$ cat src/hw/rtl/ptdm_pkg.sv
// Shared types, constants and command/status structs of the deadline monitor.
package ptdm_pkg;

  // Number of monitored tasks (1 to 5).
  localparam int TASK_COUNT = 5;
  localparam int IDX_W = (TASK_COUNT > 1) ? $clog2(TASK_COUNT) : 1;
  localparam logic [IDX_W-1:0] LAST_IDX = IDX_W'(TASK_COUNT - 1);

  // Configuration register file layout.
  localparam int NUM_PERIODS = 5;
  localparam int ADDR_W = 5;
  localparam int REG_IDX_W = 3;
  localparam logic [REG_IDX_W-1:0] REG_PERIOD1 = 3'd0;
  localparam logic [REG_IDX_W-1:0] REG_PERIOD2 = 3'd1;
  localparam logic [REG_IDX_W-1:0] REG_PERIOD3 = 3'd2;
  localparam logic [REG_IDX_W-1:0] REG_PERIOD4 = 3'd3;
  localparam logic [REG_IDX_W-1:0] REG_PERIOD5 = 3'd4;
  localparam logic [REG_IDX_W-1:0] REG_TEST_LEN = 3'd5;
  localparam logic [31:0] PERIOD_RESET = 32'd10000;
  localparam logic [31:0] TEST_LEN_RESET = 32'd10000000;

  // Stream payload widths.
  localparam int IN_DATA_W = 40;
  localparam int OUT_DATA_W = 72;

  typedef logic [31:0] word_t;
  typedef word_t [NUM_PERIODS-1:0] period_vec_t;

  // Input operation codes.
  typedef enum logic [1:0] {
    OP_START     = 2'd0,
    OP_JOB_START = 2'd1,
    OP_JOB_END   = 2'd2
  } op_e_t;

  // Controller states.
  typedef enum logic [2:0] {
    ST_IDLE,
    ST_DECODE,
    ST_INIT,
    ST_EMIT
  } state_t;

  // Datapath commands.
  typedef enum logic [2:0] {
    CMD_NONE,
    CMD_LOAD,
    CMD_INIT,
    CMD_JOB_START,
    CMD_JOB_END,
    CMD_EMIT
  } cmd_e_t;

  typedef struct packed {
    cmd_e_t           code;
    logic [IDX_W-1:0] idx;
  } ctl_cmd_t;

  typedef struct packed {
    logic [1:0]       op;
    logic             task_ok;
    logic [IDX_W-1:0] task_idx;
    logic             timeout;
    logic             out_busy;
  } dp_sts_t;

endpackage

$ cat src/hw/rtl/ptdm_regs.sv
// Configuration register file with the APB-style access port.
module ptdm_regs (
  input  logic                       clk,
  input  logic                       rst,
  input  logic                       psel,
  input  logic                       penable,
  input  logic                       pwrite,
  input  logic [ptdm_pkg::ADDR_W-1:0] paddr,
  input  logic [31:0]                pwdata,
  output logic [31:0]                prdata,
  output logic                       pready,
  output ptdm_pkg::period_vec_t      periods,
  output ptdm_pkg::word_t            test_length
);
  import ptdm_pkg::*;

  logic [REG_IDX_W-1:0] reg_idx;
  logic                 wr_en;

  assign pready  = 1'b1;
  assign reg_idx = paddr[ADDR_W-1:2];
  assign wr_en   = psel && penable && pwrite;

  // Register writes on the access cycle.
  always_ff @(posedge clk) begin
    if (rst) begin
      for (int k = 0; k < NUM_PERIODS; k++) begin
        periods[k] <= PERIOD_RESET;
      end
      test_length <= TEST_LEN_RESET;
    end else if (wr_en) begin
      unique case (reg_idx)
        REG_PERIOD1:  periods[0] <= pwdata;
        REG_PERIOD2:  periods[1] <= pwdata;
        REG_PERIOD3:  periods[2] <= pwdata;
        REG_PERIOD4:  periods[3] <= pwdata;
        REG_PERIOD5:  periods[4] <= pwdata;
        REG_TEST_LEN: test_length <= pwdata;
        default: ;
      endcase
    end
  end

  // Read-back multiplexer; unmapped addresses read as zero.
  always_comb begin
    unique case (reg_idx)
      REG_PERIOD1:  prdata = periods[0];
      REG_PERIOD2:  prdata = periods[1];
      REG_PERIOD3:  prdata = periods[2];
      REG_PERIOD4:  prdata = periods[3];
      REG_PERIOD5:  prdata = periods[4];
      REG_TEST_LEN: prdata = test_length;
      default:      prdata = '0;
    endcase
  end

endmodule

$ cat src/hw/rtl/ptdm_dp.sv
// Datapath: captured item, per-task timing state, counters and result register.
module ptdm_dp (
  input  logic                          clk,
  input  logic                          rst,
  input  ptdm_pkg::ctl_cmd_t            cmd,
  output ptdm_pkg::dp_sts_t             sts,
  input  logic [ptdm_pkg::IN_DATA_W-1:0] s_tdata,
  input  ptdm_pkg::period_vec_t         periods,
  input  ptdm_pkg::word_t               test_length,
  output logic                          m_tvalid,
  input  logic                          m_tready,
  output logic [ptdm_pkg::OUT_DATA_W-1:0] m_tdata,
  output logic                          m_tlast
);
  import ptdm_pkg::*;

  // Captured input transaction.
  logic [1:0] op_r;
  logic [2:0] req_r;
  word_t      now_r;
  word_t      start_time;

  // Per-task state, written by a start command before any read.
  word_t release_time  [TASK_COUNT];
  word_t next_deadline [TASK_COUNT];
  word_t jobs_done     [TASK_COUNT];
  word_t violations    [TASK_COUNT];

  // Result register fields.
  logic [2:0] out_task_id;
  word_t      out_viol;
  word_t      out_jobs;

  logic [2:0] req_minus1;
  word_t      elapsed;
  word_t      sel_period;
  word_t      sel_release;
  word_t      sel_deadline;

  assign req_minus1   = req_r - 3'd1;
  assign elapsed      = now_r - start_time;
  assign sel_period   = periods[cmd.idx];
  assign sel_release  = release_time[cmd.idx];
  assign sel_deadline = next_deadline[cmd.idx];

  // Status towards the controller.
  always_comb begin
    sts.op       = op_r;
    sts.task_ok  = (req_r != 3'd0) && (32'(req_r) <= 32'(TASK_COUNT));
    sts.task_idx = req_minus1[IDX_W-1:0];
    sts.timeout  = elapsed > test_length;
    sts.out_busy = m_tvalid && !m_tready;
  end

  // Item capture and start time.
  always_ff @(posedge clk) begin
    if (cmd.code == CMD_LOAD) begin
      op_r  <= s_tdata[1:0];
      req_r <= s_tdata[4:2];
      now_r <= s_tdata[36:5];
    end
    if (cmd.code == CMD_INIT) begin
      start_time <= now_r;
    end
  end

  // Per-task entry update, one entry per cycle.
  always_ff @(posedge clk) begin
    unique case (cmd.code)
      CMD_INIT: begin
        release_time[cmd.idx]  <= now_r;
        next_deadline[cmd.idx] <= now_r + sel_period;
        jobs_done[cmd.idx]     <= '0;
        violations[cmd.idx]    <= '0;
      end
      CMD_JOB_START: begin
        if (now_r < sel_release) begin
          violations[cmd.idx] <= violations[cmd.idx] + 32'd1;
        end
      end
      CMD_JOB_END: begin
        jobs_done[cmd.idx] <= jobs_done[cmd.idx] + 32'd1;
        if (now_r > sel_deadline) begin
          violations[cmd.idx] <= violations[cmd.idx] + 32'd1;
        end
        release_time[cmd.idx]  <= sel_deadline;
        next_deadline[cmd.idx] <= sel_deadline + sel_period;
      end
      default: ;
    endcase
  end

  // Output register: loaded on emit, held until the transaction completes.
  always_ff @(posedge clk) begin
    if (rst) begin
      m_tvalid <= 1'b0;
    end else if (cmd.code == CMD_EMIT) begin
      m_tvalid <= 1'b1;
    end else if (m_tready) begin
      m_tvalid <= 1'b0;
    end
  end

  always_ff @(posedge clk) begin
    if (cmd.code == CMD_EMIT) begin
      out_task_id <= 3'(cmd.idx) + 3'd1;
      out_viol    <= violations[cmd.idx];
      out_jobs    <= jobs_done[cmd.idx];
      m_tlast     <= (cmd.idx == LAST_IDX);
    end
  end

  assign m_tdata = {5'd0, out_jobs, out_viol, out_task_id};

endmodule

$ cat src/hw/rtl/ptdm_ctrl.sv
// Controller state machine: decodes items and sequences the task sweeps.
module ptdm_ctrl (
  input  logic               clk,
  input  logic               rst,
  input  logic               s_tvalid,
  output logic               s_tready,
  input  ptdm_pkg::dp_sts_t  sts,
  output ptdm_pkg::ctl_cmd_t cmd
);
  import ptdm_pkg::*;

  state_t           state;
  state_t           state_next;
  logic [IDX_W-1:0] idx;
  logic [IDX_W-1:0] idx_next;
  logic             active;
  logic             active_next;

  always_ff @(posedge clk) begin
    if (rst) begin
      state  <= ST_IDLE;
      idx    <= '0;
      active <= 1'b0;
    end else begin
      state  <= state_next;
      idx    <= idx_next;
      active <= active_next;
    end
  end

  // Next state, sweep index and active flag.
  always_comb begin
    state_next  = state;
    idx_next    = idx;
    active_next = active;
    unique case (state)
      ST_IDLE: begin
        if (s_tvalid) begin
          state_next = ST_DECODE;
        end
      end
      ST_DECODE: begin
        idx_next   = '0;
        state_next = ST_IDLE;
        if (sts.op == OP_START) begin
          active_next = 1'b1;
          state_next  = ST_INIT;
        end else if (active && sts.op == OP_JOB_START && sts.timeout) begin
          active_next = 1'b0;
          state_next  = ST_EMIT;
        end
      end
      ST_INIT: begin
        idx_next = idx + 1'b1;
        if (idx == LAST_IDX) begin
          idx_next   = '0;
          state_next = ST_IDLE;
        end
      end
      ST_EMIT: begin
        if (!sts.out_busy) begin
          idx_next = idx + 1'b1;
          if (idx == LAST_IDX) begin
            idx_next   = '0;
            state_next = ST_IDLE;
          end
        end
      end
      default: state_next = ST_IDLE;
    endcase
  end

  // Commands to the datapath and the input handshake.
  always_comb begin
    s_tready = 1'b0;
    cmd.code = CMD_NONE;
    cmd.idx  = idx;
    unique case (state)
      ST_IDLE: begin
        s_tready = 1'b1;
        if (s_tvalid) begin
          cmd.code = CMD_LOAD;
        end
      end
      ST_DECODE: begin
        cmd.idx = sts.task_idx;
        if (active && sts.task_ok) begin
          if (sts.op == OP_JOB_START && !sts.timeout) begin
            cmd.code = CMD_JOB_START;
          end else if (sts.op == OP_JOB_END) begin
            cmd.code = CMD_JOB_END;
          end
        end
      end
      ST_INIT: cmd.code = CMD_INIT;
      ST_EMIT: begin
        if (!sts.out_busy) begin
          cmd.code = CMD_EMIT;
        end
      end
      default: ;
    endcase
  end

  // An accepted transaction is always decoded in the next cycle.
  a_accept_decode: assert property (@(posedge clk) disable iff (rst)
    (s_tvalid && s_tready) |=> state == ST_DECODE)
    else $error("accepted transaction not decoded");

  // A start command arms the monitor and sweeps from the first task.
  a_start_sweep: assert property (@(posedge clk) disable iff (rst)
    (state == ST_DECODE && sts.op == OP_START) |=> (state == ST_INIT && idx == '0 && active))
    else $error("start command did not begin the initialisation sweep");

  // The last summary result leaves the monitor inactive and idle.
  a_emit_end: assert property (@(posedge clk) disable iff (rst)
    (cmd.code == CMD_EMIT && idx == LAST_IDX) |=> (state == ST_IDLE && !active))
    else $error("summary sweep did not finish cleanly");

  // Sweep index stays within the task table.
  a_idx_range: assert property (@(posedge clk) disable iff (rst)
    (state == ST_INIT || state == ST_EMIT) |-> idx <= LAST_IDX)
    else $error("sweep index out of range");

endmodule

$ cat src/hw/rtl/periodic_task_deadline_monitor.sv
// Top level of the periodic task deadline monitor.
//
// Channel   Direction  Transfer condition            Payload
// s_*       in         s_tvalid & s_tready           operation, task_req, now
// m_*       out        m_tvalid & m_tready           task_id, violation_count, job_count, last
// APB       in         psel & penable & pwrite       period_task1..5, test_length
//
// A job event is captured in the idle state and updates its task entry in the decode state.
// A start command is captured, decoded, then initialises the task entries in turn.
// A timeout emits one summary result per cycle over the five task entries, pausing
// while m_tready is low; the single shared entry port of the task table sets this pace.
// The input is refused while a sweep runs; a result waits in the output register.
// Reset clears the controller and output valid; task entries are written by a start.
module periodic_task_deadline_monitor (
  input  logic                            clk,
  input  logic                            rst,
  // operation, task_req, now from bit 0, zero filled to 40 bits
  input  logic                            s_tvalid,
  output logic                            s_tready,
  input  logic [ptdm_pkg::IN_DATA_W-1:0]  s_tdata,
  // task_id, violation_count, job_count from bit 0, zero filled to 72 bits
  output logic                            m_tvalid,
  input  logic                            m_tready,
  output logic [ptdm_pkg::OUT_DATA_W-1:0] m_tdata,
  output logic                            m_tlast,
  input  logic                            psel,
  input  logic                            penable,
  input  logic                            pwrite,
  input  logic [ptdm_pkg::ADDR_W-1:0]     paddr,
  input  logic [31:0]                     pwdata,
  output logic [31:0]                     prdata,
  output logic                            pready
);
  import ptdm_pkg::*;

  ctl_cmd_t    cmd;
  dp_sts_t     sts;
  period_vec_t periods;
  word_t       test_length;

  ptdm_regs u_regs (
    .clk         (clk),
    .rst         (rst),
    .psel        (psel),
    .penable     (penable),
    .pwrite      (pwrite),
    .paddr       (paddr),
    .pwdata      (pwdata),
    .prdata      (prdata),
    .pready      (pready),
    .periods     (periods),
    .test_length (test_length)
  );

  ptdm_ctrl u_ctrl (
    .clk      (clk),
    .rst      (rst),
    .s_tvalid (s_tvalid),
    .s_tready (s_tready),
    .sts      (sts),
    .cmd      (cmd)
  );

  ptdm_dp u_dp (
    .clk         (clk),
    .rst         (rst),
    .cmd         (cmd),
    .sts         (sts),
    .s_tdata     (s_tdata),
    .periods     (periods),
    .test_length (test_length),
    .m_tvalid    (m_tvalid),
    .m_tready    (m_tready),
    .m_tdata     (m_tdata),
    .m_tlast     (m_tlast)
  );

endmodule
$ cat config.mk
export PLATFORM = sky130hd
export DESIGN_NAME = periodic_task_deadline_monitor
export DESIGN_NICKNAME = d
export VERILOG_FILES = /design/src/hw/rtl/ptdm_pkg.sv /design/src/hw/rtl/ptdm_regs.sv /design/src/hw/rtl/ptdm_dp.sv /design/src/hw/rtl/ptdm_ctrl.sv /design/src/hw/rtl/periodic_task_deadline_monitor.sv
export SDC_FILE = /design/constraint.sdc
export NUM_CORES = 2
export LEC_CHECK = 0
export BUFFER_PORTS_ARGS = -buffer_cell sky130_fd_sc_hd__buf_2
export CAP_MARGIN = 5
export CORE_MARGIN = 3
export CORE_UTILIZATION = 58
export CTS_BUF_LIST = sky130_fd_sc_hd__clkbuf_8
export DETAILED_ROUTE_END_ITERATION = 8
export GPL_TIMING_DRIVEN = 0
export PLACE_DENSITY = 0.79
export SYNTH_ARGS = -nofsm -noshare
export SYNTH_HDL_FRONTEND = slang
export SYNTH_SLANG_ARGS = --single-unit
$ cat constraint.sdc
create_clock -name clk -period 7.25 [get_ports clk]
set_clock_uncertainty 0.15 [all_clocks]
set_input_delay 1.45 -clock clk [delete_from_list [all_inputs] [get_ports clk]]
set_output_delay 1.45 -clock clk [all_outputs]
set_load 0.005 [all_outputs]
### Word level (Yosys, flattened, before mapping)

Memory sizes are Yosys's and may differ from the RTL's.
Index checks and enable logic that the tools add are counted.

* output and inout bits: 108
* memories kept: 4
* register bits after elaboration: 337
* bits in writable memories: 640
* word-level logic and storage cells: 124
* input bits: 84

* mux-type cells: 39
* bitwise logic cells: 5
* add/sub/neg operators: 8
* magnitude comparators: 5
* eq/ne operators: 19
* reductions and logical operators: 26

Memories
* u_dp.jobs_done: depth 5, width 32, read ports 1, clocked after memory_dff 0, write ports 1, line ptdm_dp.sv:26 `word_t jobs_done [TASK_COUNT];`
* u_dp.next_deadline: depth 5, width 32, read ports 1, clocked after memory_dff 0, write ports 1, line ptdm_dp.sv:25 `word_t next_deadline [TASK_COUNT];`
* u_dp.release_time: depth 5, width 32, read ports 1, clocked after memory_dff 0, write ports 1, line ptdm_dp.sv:24 `word_t release_time [TASK_COUNT];`
* u_dp.violations: depth 5, width 32, read ports 1, clocked after memory_dff 0, write ports 1, line ptdm_dp.sv:27 `word_t violations [TASK_COUNT];`

Operators by type and width (count)
* 32-bit 2-to-1 mux: 6
* 32-bit one-hot mux with 6 select lines: 1
* 32-bit binary-select mux with 3-bit select: 1
* 32-bit by 1-bit adder with 32-bit output (second input constant): 2
* 32-bit adder: 2
* 32-bit greater-than comparator: 2
* 3-bit 2-to-1 mux: 11
* 32-bit less-than comparator: 1
* 32-bit subtractor: 1
* 3-bit one-hot mux with 4 select lines: 2
* 3-bit by 2-bit == test with 1-bit output (second input constant): 6
* 3-bit == test (second input constant): 6
* 2-bit AND reduction: 9
* 1-bit 2-to-1 mux: 16
* 3-bit by 1-bit == test with 1-bit output (second input constant): 3
* 3-bit one-hot mux with 3 select lines: 1
* 1-bit logical AND: 8
* 3-bit by 1-bit adder with 3-bit output (second input constant): 2
* 3-bit logical NOT: 2
* 3-bit nonzero test: 2
* 1-bit bitwise OR: 5
* 3-bit by 4-bit less-than comparator with 1-bit output (second input constant): 1
* 2-bit != test (second input constant): 2
* 2-bit nonzero test: 2
* 7 further kinds: 8

### Logic depth before layout (Yosys ltp)

* depth after elaboration: 12
* depth in mapped cells: 26
* gate-level depth less buffers: 25

### Modules after synthesis

From an unflattened synthesis, not the netlist that was laid out.

* cells, all modules: 3379
* area, all modules: 46156.8 sq um

By module, submodules not included
* ptdm_dp: cells an instance 2452, area an instance 36696.4 sq um, times used 1, seq. area each 23352.4 sq um
* ptdm_regs: cells an instance 872, area an instance 9036.2 sq um, times used 1, seq. area each 3843.7 sq um
* ptdm_ctrl: cells an instance 55, area an instance 424.2 sq um, times used 1, seq. area each 120.1 sq um

### Least setup slack after synthesis

OpenSTA, ideal clock, no wires.

* path type: reg2reg
* start: register u_dp.req_r[0]
* end: memory u_dp.jobs_done[4][0] (netlist name), enable pin
* setup slack: -0.235 ns
* buffers on the path: 5
* setup time: 0.551 ns
* clock period less this slack: 7.485 ns
* arrival time: 6.783 ns
* stages on the path, launching flop included: 12
* data required time: 6.549 ns
* path through: edfxtp_1 > inv_1 > ha_1 > xor2_2 > mux2_4 > buf_2 > buf_2 > clkbuf_1 > clkbuf_1 > buf_1 > nand2_1 > nor2_1

* longest elaborated chain between the ends: 9
* elaborated cells on any way between the ends: 15
* classes of those cells: 1 x add/sub; 1 x order compare; 2 x eq/ne; 7 x mux; 1 x bitwise; 3 x reduce/logical

Ends and longest elaborated chain
* from (decl): line ptdm_dp.sv:19 `logic [2:0] req_r;`
* from (signal assigned): line ptdm_dp.sv:59 `req_r <= s_tdata[4:2];`
* 3-bit less-or-equal comparator / 3-bit nonzero test (equally long branches): line ptdm_dp.sv:49 `sts.task_ok = (req_r != 3'd0) && (32'(req_r) <= 32'(TASK_COUNT));`
* 1-bit logical AND: line ptdm_dp.sv:49
* 1-bit logical AND: line ptdm_ctrl.sv:87 `if (active && sts.task_ok) begin`
* 3-bit 2-to-1 mux: line ptdm_ctrl.sv:87
* 3-bit one-hot mux with 4 select lines: line ptdm_ctrl.sv:78 `unique case (state)`
* 3-bit by 2-bit == test with 1-bit output / 3-bit == test (equally long branches): line ptdm_dp.sv:69 `unique case (cmd.code)`
* 1-bit 2-to-1 mux: line ptdm_dp.sv:69
* 1-bit 2-to-1 mux (on tied branches): line ptdm_dp.sv:73, ptdm_dp.sv:82
* 1-bit bitwise OR (no line)
* to (decl): line ptdm_dp.sv:26

Several ways; a longest one is shown, not always the timed one.

### Final worst setup path

* start: register u_dp.req_r[0]
* end: memory u_dp.next_deadline[3][29] (netlist name) (data pin)

* longest elaborated chain between the ends: 9
* elaborated cells on any way between the ends: 17
* classes of those cells: 3 x add/sub; 1 x order compare; 1 x eq/ne; 8 x mux; 3 x reduce/logical; 1 x memory

Ends and longest elaborated chain (line)
* parallel branches: the longest is 8 deep, another holds 32-bit adder
* 32-bit 2-to-1 mux (no line) *
* to (decl): ptdm_dp.sv:25

Mark *: on every way between the ends. The select of a mux whose other input is x is not followed.

==> results.sh <==
export IMPL_endpoint_kind="register"
export IMPL_grt_pass1_vias=33000
export IMPL_async_flop_share=0
export IMPL_gp_congestion=1.01
export IMPL_area_growth_pct=13.7
export IMPL_synth_compound_area_frac=0.158
export IMPL_dieArea_sq_um=79900
export IMPL_num_vias=34700
export IMPL_ff2ff_path_depth=21
export IMPL_synthMuxAreaShare=0.0202
export IMPL_tightest_slew_ns=1.37
export IMPL_via_per_inst=6.66
export IMPL_grt_max_degree=38
export IMPL_ys_flop_type="edfxtp_1"
export IMPL_slew_headroom=0.0827
export IMPL_worstPathArrival_ns=7.61
export IMPL_layout_nets=4356
export IMPL_synth_distinct_cells=101
export IMPL_crit_type="reg -> reg"
export IMPL_synthAdderAreaFrac=0.0477
export IMPL_grt_total_usage=0.362
export IMPL_antenna_left=0
export IMPL_cts_max_level=4
export IMPL_power_density_nw_per_um2=257
export IMPL_drc=0
export IMPL_antenna_found_initial=3
export IMPL_synth_xor_area_frac=0.0204
export IMPL_worstReg2RegEnd="u_dp.next_deadline[3][29]"
export IMPL_root_buffer="clkbuf_8"
export IMPL_clk_latency_ns=0.86
export IMPL_totalPowerFinal_uw=13000
export IMPL_wl_per_cell_um=28.2
export IMPL_yosys_area_share_simple=0.106
export IMPL_ir_drop_v=0.000162
export IMPL_dp_hpwl_um=101000
export IMPL_numCtsBuffers=158
export IMPL_grt_pass1_wl_um=210000
export IMPL_reg2reg_slack_ns=0.07
export IMPL_ios=192
export IMPL_critPathCapture="u_dp.next_deadline[3][29]"
export IMPL_die_h_um=283
export IMPL_hold_slack_ns=0.322
export IMPL_fin_crit_sh=0.990
export IMPL_crit_start="u_dp.req_r[0]"
export IMPL_first_pass_iters=8
export IMPL_die_width_um=283
export IMPL_coreArea_sq_um=75100
export IMPL_finalHoldViolCount=0
export IMPL_cp_required_ns=7.68
export IMPL_synth_top_family_by_area="compound AO/OA/AOI/OAI gates"
export IMPL_drt_iter0_drc=5420
export IMPL_clockBufferDepth=3
export IMPL_numClockSinks=976
export IMPL_start_util=0.591
export IMPL_grt_overflow=0
export IMPL_ys_warn_count=0
export IMPL_port_buffer_count=179
export IMPL_cap_violations=0
export IMPL_routed_wl_um=146000
export IMPL_cellLeakagePower_uw=0.0178
export IMPL_cts_tree="done"
export IMPL_syn_area_sq_um=44400
export IMPL_synth_edf_count=777
export IMPL_path_max_fanout=19
export IMPL_finalMaxSlewViolations=0
export IMPL_ys_seq_elements=976
export IMPL_synthesis_instances=3722
export IMPL_setup_violations_final=0
export IMPL_rows=100
export IMPL_fmax_mhz=139
export IMPL_status="finished, final reports clean"
export IMPL_clkTransAtPathRegs_ns=0.06
export IMPL_avgSynthCellArea_sq_um=11.9
export IMPL_finalCriticalPeriod_ns=7.18
export IMPL_synth_seq_area_share=0.615
export IMPL_drive_gt1_frac=0.154
export IMPL_r2r_start="u_dp.req_r[0]"
export IMPL_hp_class="reg -> reg"
export IMPL_critPathLaunchType="register"
==> layer usage <==
metal	vias to the layer above	wire length, um	global-route usage
met1	16500	51100	0.452
li1	14800	-	-
met4	4	10500	0.237
met3	603	20000	0.108
met5	-	23	0.000596
met2	2752	64800	0.551
==> worst min-delay path by stage <==
stage / startpoint / end / slack [ns] / cells after the start
2_1_floorplan: u_dp.now_r[0] / u_dp.start_time[0] / 0.28 / 0
3_3_place_gp: u_regs.periods[149] / u_regs.periods[149] / 0.31 / 2
3_5_place_dp: u_dp.now_r[0] / u_dp.start_time[0] / 0.31 / 0
4_1_cts: u_regs.periods[50] / u_regs.periods[50] / 0.32 / 2
5_1_grt: u_regs.periods[98] / u_regs.periods[98] / 0.34 / 2
6_report: u_regs.periods[50] / u_regs.periods[50] / 0.32 / 2
==> sequential cells by signal, indices dropped and copies added, names as in the netlist <==
register / cells
u_ctrl.active: 1
u_ctrl.idx: 3
u_ctrl.state: 2
u_dp.jobs_done: 160
u_dp.m_tlast: 1
u_dp.m_tvalid: 1
u_dp.next_deadline: 160
u_dp.now_r: 32
u_dp.op_r: 2
u_dp.out_jobs: 32
u_dp.out_task_id: 3
u_dp.out_viol: 32
u_dp.release_time: 160
u_dp.req_r: 3
u_dp.start_time: 32
u_dp.violations: 160
u_regs.periods: 160
u_regs.test_length: 32
==> power breakdown <==
group	total, uW	leakage (uW)	switching (uW)	internal [uW]
combinational	2180	0.00788	1440	739
sequential	6350	0.00828	90.1	6260
clock	4420	0.00165	2260	2150
total	13000	0.0178	3800	9160
==> critical path, stage by stage, from the launching register on <==
cell and delay [ns]:
edfxtp_1 0.54, inv_1 0.19, ha_1 0.27, xor2_2 0.38
mux2_4 0.33, buf_2 0.37, buf_6 0.34, clkbuf_2 0.44
buf_1 0.71, o22ai_1 0.16, o221a_2 0.18, ha_1 0.27
clkbuf_1 0.29, nand2_1 0.24, nor4_1 0.45, o311ai_1 0.23
nand2_1 0.18, o21ai_2 0.15, o2111ai_1 0.33, a31o_2 0.20
a21oi_1 0.09, xnor2_2 0.38
==> logic make-up after synthesis <==
logic type | after synthesis
AOI/OAI and AO/OA | 1011
adders and majority gates | 168
other | 2
buffers and inverters | 347
xor gates and xnor gates | 101
DFF | 976
and+or+nand+nor | 1035
muxes | 82
==> what timing repair did <==
action,CTS,global route
resized for setup,66,39
hold buffers,0,0
endpoints found under the hold margin,0,0
setup endpoints to repair,455,309
buffers inserted,8,10
cloned,1,0
pin swaps,4,6
==> placed cells by master (no fill, tap or decap), types with 164 or more instances in the layout <==
cell and instances:
a21oi_1 285, ha_1 166, nor2_1 211, buf_2 206
clkbuf_8 164, edfxtp_1 777, dfxtp_1 199, a22oi_1 164
nand2_1 537, inv_1 172
==> stage by stage <==
step | utilization | cell area (sq um) | setup TNS (ns) | instances | setup slack (ns)
floorplan | - | 44400 | 0 | 3726 | 0.0767
detailed placement | 0.628 | 47200 | -520.00 | 4899 | -1.90
finish | 0.672 | 50500 | 0 | 5201 | 0.0732
CTS | 0.669 | 50200 | 0 | 5189 | 0.00449
global route | 0.672 | 50500 | -0.345 | 5199 | -0.0240
global placement | 0.620 | 46500 | -2438.24 | 4874 | -5.25
==> layout make-up <==
class,instances,area (sq um)
repair buffers,223,1630
inverters,127,479
diodes,3,7.51
well taps,969,1210
fillers,5364,24600
clock inverters,121,614
plain buffers,214,1040
clock buffers,164,2260
flip-flops and latches,976,27300
multi-input cells,2404,15900
==> synth_stat cells (16+ instances only) <==
master      n  area (sq um)
edfxtp_1  777         23300
o211ai_1   21           158
buf_2      25           125
nand4_1    36           225
nand3_1    67           335
nor2_1    216           811
xor2_1     33           289
o221a_2    31           349
clkbuf_1  148           556
xnor2_1    66           578
buf_4      16           120
nand2_1   538          2020
ha_1      166          2080
inv_1     123           462
and3_1     16           100
nor3_1     24           120
o22ai_1    32           200
dfxtp_1   199          3980
a211oi_1   33           248
a21oi_1   292          1460
a21o_1     57           428
a22oi_1   164          1230
a221oi_1  113           990
buf_1      24          90.1
mux2i_1    69           691
o21ai_0   136           681
nand3b_1   28           210
(Power assumes the default switching activity.)
